--- src/hdl/zsw_pkg.sv ---
`timescale 1ns / 1ps
// ----------------------------------------------------------------------------
// zsw_pkg
// Types and constants shared by the depth-buffer span writer modules.
// ----------------------------------------------------------------------------
package zsw_pkg;

    localparam int SCREEN_WIDTH_DEF  = 320;
    localparam int SCREEN_HEIGHT_DEF = 200;

    localparam int DEPTH_W  = 24;
    localparam int COLOUR_W = 16;
    localparam int PIXEL_W  = DEPTH_W + COLOUR_W;
    localparam int COUNT_W  = 11;

    // Dividend and divisor widths of the span setup divider.
    localparam int DIVIDEND_W = 45;
    localparam int DIVISOR_W  = 20;

    localparam logic [DEPTH_W-1:0] DEPTH_MAX = '1;

    typedef enum logic [1:0] {
        OP_CLEAR = 2'd0,
        OP_SPAN  = 2'd1,
        OP_READ  = 2'd2
    } t_op;

    typedef enum logic [3:0] {
        S_IDLE,
        S_DISPATCH,
        S_CLEAR,
        S_READ,
        S_READ_DATA,
        S_SETUP,
        S_MUL,
        S_DIV0_GO,
        S_DIV0_WAIT,
        S_DIV1_GO,
        S_DIV1_WAIT,
        S_DRAW,
        S_DRAIN,
        S_DONE
    } t_state;

    typedef struct packed {
        logic start;
    } t_div_ctl;

    typedef struct packed {
        logic busy;
        logic done;
    } t_div_sts;

endpackage

--- src/hdl/zsw_divider.sv ---
`timescale 1ns / 1ps
// ----------------------------------------------------------------------------
// zsw_divider
// Restoring divider, one quotient bit per cycle, used during span setup.
// ----------------------------------------------------------------------------
module zsw_divider #(
    parameter int NW = zsw_pkg::DIVIDEND_W,
    parameter int DW = zsw_pkg::DIVISOR_W
) (
    input  logic              i_clk,
    input  logic              i_rst_n,
    input  zsw_pkg::t_div_ctl i_ctl,
    input  logic [NW-1:0]     i_dividend,
    input  logic [DW-1:0]     i_divisor,
    output zsw_pkg::t_div_sts o_sts,
    output logic [NW-1:0]     o_quotient,
    output logic [DW-1:0]     o_remainder
);
    import zsw_pkg::*;

    localparam int CW = $clog2(NW + 1);

    logic          r_busy;
    logic          r_done;
    logic [CW-1:0] r_cnt;
    logic [NW-1:0] r_quo;
    logic [DW-1:0] r_rem;
    logic [DW-1:0] r_div;

    logic [DW:0]   trial;
    logic          fits;

    assign trial = {r_rem, r_quo[NW-1]};
    assign fits  = trial >= {1'b0, r_div};

    always_ff @(posedge i_clk) begin
        if (!i_rst_n) begin
            r_busy <= 1'b0;
            r_done <= 1'b0;
            r_cnt  <= '0;
        end else begin
            r_done <= 1'b0;
            if (i_ctl.start) begin
                r_busy <= 1'b1;
                r_cnt  <= '0;
            end else if (r_busy) begin
                r_cnt <= r_cnt + 1'b1;
                if (r_cnt == CW'(NW - 1)) begin
                    r_busy <= 1'b0;
                    r_done <= 1'b1;
                end
            end
        end
    end

    always_ff @(posedge i_clk) begin
        if (i_ctl.start) begin
            r_quo <= i_dividend;
            r_rem <= '0;
            r_div <= i_divisor;
        end else if (r_busy) begin
            r_quo <= {r_quo[NW-2:0], fits};
            r_rem <= fits ? DW'(trial - {1'b0, r_div}) : trial[DW-1:0];
        end
    end

    assign o_sts.busy  = r_busy;
    assign o_sts.done  = r_done;
    assign o_quotient  = r_quo;
    assign o_remainder = r_rem;

endmodule

--- config.mk ---
export PLATFORM = sky130hd
export DESIGN_NAME = zsw_divider
export DESIGN_NICKNAME = d
export VERILOG_FILES = /design/src/hdl/zsw_pkg.sv /design/src/hdl/zsw_divider.sv
export SDC_FILE = /design/constraint.sdc
export NUM_CORES = 1
export LEC_CHECK = 0
export BUFFER_PORTS_ARGS = -buffer_cell sky130_fd_sc_hd__buf_2
export CAP_MARGIN = 10
export CORE_ASPECT_RATIO = 0.6
export CORE_MARGIN = 2
export CORE_UTILIZATION = 45
export CTS_CLUSTER_SIZE = 40
export DETAILED_ROUTE_END_ITERATION = 8
export HOLD_SLACK_MARGIN = 0.05
export MAX_ROUTING_LAYER = met4
export PLACE_DENSITY = 0.68
export SLEW_MARGIN = 20
export SYNTH_ARGS = -nofsm -noshare
export SYNTH_HDL_FRONTEND = slang
export SYNTH_SLANG_ARGS = --single-unit
--- constraint.sdc ---
create_clock -name i_clk -period 6.9 [get_ports i_clk]
set_input_delay 1.38 -clock i_clk [delete_from_list [all_inputs] [get_ports i_clk]]
set_output_delay 1.38 -clock i_clk [all_outputs]
set_load 0.01 [all_outputs]
==> summary.txt, run 1 <==
Critical path
  – CP Capture Type: flop
  – WP data required: 6.88 ns
  – Critical Path AT: 3.19 ns
  – CP most frequent cell: buf_4
  – CP Cell Sequence: buf_4 -> nor2_1 -> clkinv_1 -> buf_4
  – Startpoint types: input port
  – Critical-path top delay cell: buf_4
  – Reg-to-reg slack, setup: 3.85 ns
  – Max stage delay on crit path: 0.74 ns
  – R2R cell count: 9
  – Worst R2R End: o_remainder[13]
  – Kind of critical path: input port to flop
  – Critical path fanouts, max: 85
  – CP Launch Point: i_ctl
  – Worst R2R Start: r_div[1]

Routing
  – Via/cell ratio: 5.46
  – DRT antenna net count: 0
  – Routed wire length: 11900 um
  – 1st-pass router iterations: 5
  – Initial detailed-routing violation count: 275
  – DR DRC count: 0
  – Via count: 3880
  – DR WL/cell: 16.7 um

STA
  – Setup TNS: 0 ns
  – Final number of setup-violating endpoints: 0
  – Slew @ Worst Pin: 1.02 ns
  – Hold Worst Slack: 0.491 ns
  – Clock Skew: 0.00989 ns
  – Min Tclk post-route: 3.20 ns
  – Final slew viol count: 0
  – Final Hold Viols: 0
  – Slew margin rel.: 0.320
  – Period utilisation layout: 0.464
  – Peak Freq: 0.312 GHz
  – RSZ-0062 raised after global routing: false

Clock tree
  – Gates resized, CTS repair: 0
  – Cts hold-fix bufs: 0
  – Clk sinks: 93
  – CTS H-tree lvls: 3
  – Root buf cell: clkbuf_16
  – Clk buf depth: 2
  – CTS Buf Count: 9
  – Worst skew pair latency: 0.35 ns
  – CTS tree: yes
  – Postcts setup bufs: 0
  – Clock transition at path regs: 0.07 ns

Place
  – Port Buf Inserts: 134
  – Routability cong.: 0.901
  – DP HPWL: 8580 um

Synth
  – Synthesized cell area: 0.00495 mm^2
  – Syn avg cell area: 11.3 um^2
  – Synth area leaders: edfxtp_1, dfxtp_1, mux2_2
  – EDFF count, synth: 65
  – Seq/Total Area, Yosys: 0.507
  – Asr flop ratio synth: 0
  – Most common cell in the netlist: edfxtp_1
  – Dominant synthesized flop cell: edfxtp_1
  – Most frequent cells after synthesis: edfxtp_1, mux2_2, nor2_1
  – Yosys warning count: 0
  – Dominant cell type by area after synthesis: edfxtp_1
  – Synth top area share: 0.394
  – Synthesized Nets: 530
  – Synth cell types: 56
  – Post-Syn Instances: 439
  – Yosys reg bits: 93

Power
  – Pwr per Cell Area: 245 mW/mm^2
  – Worst vdd ir: 0.126 mV
  – Static leakage: 0.00259 uW

Global routing
  – First-pass GRT wire length: 19100 um
  – Vias in the first global route: 3804
  – Global routing's busiest layer: met2
  – Grt met2 use: 0.299
  – Largest net degree at the start of global routing: 86
  – GRT overflow: 0
  – Number of antenna violations at the first check in global routing: 0
  – Met1 Track Usage GR: 0.288
  – Grt met3 use: 0.0621
  – GRT Overall Usage: 0.210

Layout
  – Final Net Count: 658
  – Layout area overhead: 22.1%
  – Layout cells sized above 1: 0.357
  – ANT cells: 0
  – Fillers: 941

Floorplanning
  – Initial Utilization: 0.466
  – I/O Pins: 135
  – Die Y-Extent: 85.3 um
  – FP Rows: 29
  – Core ar.: 0.0106 mm^2
  – Die width: 139 um
  – DIE AREA: 0.0119 mm^2

Min path
  – Worst Hold Path Cells: 2
  – Hold Path End: r_cnt[5]
  – HP Class: flop to flop
  – Worst Hold Launch: r_cnt[5]

Run status
  – Status: completed

Run
  – Max-cap check violation count: 0
-- critical path: cells and delay by family --
family	cells	cell delay [ns]
simple gates	1	0.36
buf+inv	3	1.36
-- layout make-up --
class / instances / area (um^2) / area share
timing repair buffer: 136 / 688 / 0.114
sequential: 93 / 2510 / 0.416
tap: 139 / 174 / 0.0288
multi-input combinational: 295 / 2220 / 0.367
clock inverter: 7 / 106 / 0.0176
inverter: 32 / 120 / 0.0199
clock buffer: 9 / 225 / 0.0373
-- worst max path at each step --
stage | to | slack, ns | cells past startpoint
CTS | o_quotient[19] | 3.71 | 4
floorplan | o_quotient[0] | 3.82 | 3
finish | o_quotient[4] | 3.70 | 4
global route | o_quotient[19] | 3.53 | 4
detailed placement | o_quotient[19] | 3.35 | 4
global placement | o_quotient[37] | 3.43 | 4
-- state kept, by name, summed over array words and instances, names as in the netlist --
name	flops
o_remainder	20
r_busy	1
r_done	1
o_quotient	45
r_cnt	6
r_div	20
-- routing by layer --
metal,part of all wire,vias up
met5,0,-
met4,0.015,0
met3,0.081,17
met2,0.44,148
met1,0.46,1837
li1,-,1878
-- power breakdown --
part,total [uW],internal [uW],switching [uW]
Clock,544,323,221
Sequential,675,651,24.3
Combinational,262,115,147
-- through the flow --
stage / total power (uW) / instances / utilization / setup slack [ns] / area [um^2]
2_1_floorplan: 855 / 439 / - / 3.82 / 4950
3_3_place_gp: 940 / 695 / 0.537 / 3.43 / 5710
3_5_place_dp: 946 / 695 / 0.537 / 3.35 / 5710
4_1_cts: 1490 / 711 / 0.569 / 3.71 / 6050
5_1_grt: 1550 / 711 / 0.569 / 3.53 / 6050
6_report: 1480 / 711 / 0.569 / 3.70 / 6050
-- cell usage in the layout, fill, tap and decap left out, types with 8 or more instances in the layout --
cell	netlist	layout
buf_2	0	133
edfxtp_1	65	65
mux2_2	45	45
nor2_1	34	34
inv_1	32	31
dfxtp_1	28	28
nand2_1	25	25
a21oi_1	22	22
ha_1	22	22
o21ai_0	15	15
mux2i_1	12	12
a211oi_1	12	12
nand3_1	10	10
clkbuf_16	0	9
xnor2_1	8	8
xor2_1	8	8
-- kinds of logic after synthesis --
family	count (synthesis)	share of synthesized area
xor+xnor	16	0.0283
fa+ha+maj	23	0.0596
compound gates	91	0.129
simple gates	108	0.105
mux	57	0.127
flops	93	0.507
buf+inv	51	0.0447
(Power assumes the default switching activity.)
==> run 2, diff against run 1 <==
--- a/config.mk
+++ b/config.mk
@@ -14,7 +14,7 @@
 export DETAILED_ROUTE_END_ITERATION = 8
 export HOLD_SLACK_MARGIN = 0.05
 export MAX_ROUTING_LAYER = met4
-export PLACE_DENSITY = 0.68
+export PLACE_DENSITY = 0.71
 export SLEW_MARGIN = 20
 export SYNTH_ARGS = -nofsm -noshare
 export SYNTH_HDL_FRONTEND = slang
==> constraint.sdc (replaced) <==
create_clock -name i_clk -period 2.8 [get_ports i_clk]
set_input_delay 0.56 -clock i_clk [delete_from_list [all_inputs] [get_ports i_clk]]
set_output_delay 0.56 -clock i_clk [all_outputs]
set_load 0.01 [all_outputs]
==> run 2 against run 1 <==
Critical endpoint is now o_remainder[16]. Design area increased by 2.1%. Flip-flop and latch count unchanged. Largest cell class unchanged. Register-to-register slack worse by 3.7 ns. Die area unchanged. Sequential power increased by 150%. Core utilization grew 1.2 points. Global-route usage increased by 0.49 points. First-iteration DRC count increased by 9.8%. Critical path depth is 6 higher. Clock skew grew 0.0025 ns. Worst setup slack worse by 3.5 ns.
==> summary.txt, run 2 (synthesis results as in run 1) <==
Run status
  – Status: completed (unchanged)

Global routing
  – GRT overflow: 0 (unchanged)
  – Largest net degree at the start of global routing: 45 (was 86)
  – Vias in the first global route: 3736 (was 3804)
  – Number of antenna violations at the first check in global routing: 1 (was 0)
  – First-pass GRT wire length: 19500 um (was 19100 um)
  – GRT Overall Usage: 0.214 (was 0.210)

Clock tree
  – CTS Buf Count: 9 (unchanged)
  – Clk buf depth: 2 (unchanged)
  – Clk sinks: 93 (unchanged)
  – Root buf cell: clkbuf_16 (unchanged)
  – CTS H-tree lvls: 3 (unchanged)
  – Worst skew pair latency: 0.35 ns (about the same)
  – CTS tree: yes (unchanged)
  – Clock transition at path regs: 0.08 ns (was 0.07 ns)

Layout
  – Layout area overhead: 24.7% (was 22.1%)
  – Final Net Count: 671 (was 658)
  – Layout Cells excl Fill: 725 (was 711)
  – Max reg flops: 45 (unchanged)
  – Layout cells sized above 1: 0.378 (was 0.357)
  – Most common cell after layout, fill and taps aside: buf_2 (unchanged)
  – Commonest non-fill, non-tap cells in the layout: buf_2, edfxtp_1, mux2_2 (unchanged)
  – Final instance area: 0.00617 mm^2 (was 0.00605 mm^2)

STA
  – Slew margin rel.: 0.724 (was 0.320)
  – RSZ-0062 raised after global routing: false (unchanged)
  – Slew @ Worst Pin: 0.411 ns (was 1.02 ns)
  – Final number of setup-violating endpoints: 0 (unchanged)
  – Final Hold Viols: 0 (unchanged)
  – Final slew viol count: 0 (unchanged)
  – Period utilisation layout: 0.934
  – Clock Skew: 0.0124 ns (was 0.00989 ns)
  – Min Tclk post-route: 2.61 ns
  – Setup ws final: 0.186 ns (was 3.70 ns)
  – Peak Freq: 0.383 GHz
  – Setup TNS: 0 ns (unchanged)
  – Hold Worst Slack: 0.378 ns (was 0.491 ns)

Critical path
  – Reg-to-reg slack, setup: 0.19 ns (was 3.85 ns)
  – CP Capture Type: flop (unchanged)
  – Worst R2R End: o_remainder[16] (was o_remainder[13])
  – CP Launch Point: r_div[1] (was i_ctl)
  – Max stage delay on crit path: 0.44 ns (was 0.74 ns)
  – Critical Path AT: 2.83 ns (was 3.19 ns)
  – CP Cell Sequence: inv_1 -> ha_1 -> nor2b_2 -> o2111ai_1 -> a311oi_2 -> o21ai_2 -> a31oi_4 -> buf_12 -> nor4bb_1 -> o22ai_1 (was buf_4 -> nor2_1 -> clkinv_1 -> buf_4)
  – Critical-path top delay cell: a311oi_2 (was buf_4)
  – R2R cell count: 10 (was 9)
  – Startpoint types: flop (was input port)
  – WP data required: 3.02 ns (was 6.88 ns)
  – CP endpoint: o_remainder[16] (was o_quotient[4])
  – Kind of critical path: flop to flop (was input port to flop)
  – Worst R2R Start: r_div[1] (unchanged)
  – Critical path fanouts, max: 20 (was 85)

Power
  – Worst vdd ir: 0.395 mV (was 0.126 mV)
  – Static leakage: 0.00266 uW (was 0.00259 uW)
  – Pwr per Cell Area: 593 mW/mm^2 (was 245 mW/mm^2)

Floorplanning
  – Initial Utilization: 0.466 (unchanged)
  – Core ar.: 0.0106 mm^2 (unchanged)
  – FP Rows: 29 (unchanged)
  – Die Y-Extent: 85.3 um (unchanged)
  – Die width: 139 um (unchanged)
  – I/O Pins: 135 (unchanged)
  – DIE AREA: 0.0119 mm^2 (unchanged)

Routing
  – Routed wire length: 12200 um (was 11900 um)
  – DRT antenna net count: 0 (unchanged)
  – Initial detailed-routing violation count: 302 (was 275)
  – Via/cell ratio: 5.37 (was 5.46)
  – DR WL/cell: 16.8 um (was 16.7 um)
  – Via count: 3893 (was 3880)
  – 1st-pass router iterations: 5 (unchanged)
  – DR DRC count: 0 (unchanged)

Place
  – Placed cells: 708 (was 695)
  – DP HPWL: 9160 um (was 8580 um)
  – Port Buf Inserts: 134 (unchanged)
  – Routability cong.: 0.880 (was 0.901)
  – DP Worst Slack: 0.208 ns (was 3.35 ns)
  – DP Area: 0.00584 mm^2 (was 0.00571 mm^2)

Min path
  – HP Class: input port to flop (was flop to flop)

Run
  – Max-cap check violation count: 0 (unchanged)
-- run 2: worst min path at each step --
stage                              from         to  slack, ns  depth (start not counted)
after CTS                 i_divisor[14]  r_div[14]       0.37                          1
after global placement         r_cnt[5]   r_cnt[5]       0.47                          2
after global routing       i_divisor[7]   r_div[7]       0.37                          1
after detailed placement       r_cnt[5]   r_cnt[5]       0.48                          2
after floorplan                r_cnt[5]   r_cnt[5]       0.46                          2
final                     i_divisor[14]  r_div[14]       0.38                          1
-- run 2: routing by layer --
layer  global-route usage  wire length [um]  vias to the layer above
met5                    -                 0                        -
met4               0.0413                82                        0
met3               0.0762              1080                        9
met2                0.296              5030                      148
met1                0.304              6000                     1817
li1                     -                 -                     1919
-- run 2: cell type report --
class / instances / area [um^2]
tap: 139 / 174
clock inverter: 7 / 103
fill: 944 / 4460
multi-input combinational: 295 / 2230
inverter: 32 / 120
antenna: 1 / 2.50
sequential: 93 / 2510
timing repair buffer: 149 / 811
clock buffer: 9 / 225
-- run 2: repair_timing --
item	in CTS	in global routing
setup buffers	0	0
hold buffers	0	0
setup endpoints to repair	0	1
gates resized for setup	0	2
-- run 2: metrics by stage --
stage | power [uW] | utilization
6_report | 3660 | 0.581
5_1_grt | 3810 | 0.581
4_1_cts | 3680 | 0.580
3_5_place_dp | 2360 | 0.549
3_3_place_gp | 2340 | 0.549
2_1_floorplan | 2110 | -
-- run 2: worst max-delay path: cells and delay by family, from the launching register on --
kind	cells	cell delay, ns
AOI/OAI and AO/OA	5	1.11
adders and majority gates	1	0.29
buffers and inverters	2	0.27
DFF	1	0.39
and+or+nand+nor	2	0.40
-- run 2: where the power goes --
part | internal [uW] | leakage (uW) | switching (uW)
registers | 1600 | 0.000877 | 63.0
logic | 302 | 0.00162 | 370
clock network | 727 | 0.000160 | 596
total | 2630 | 0.00266 | 1030
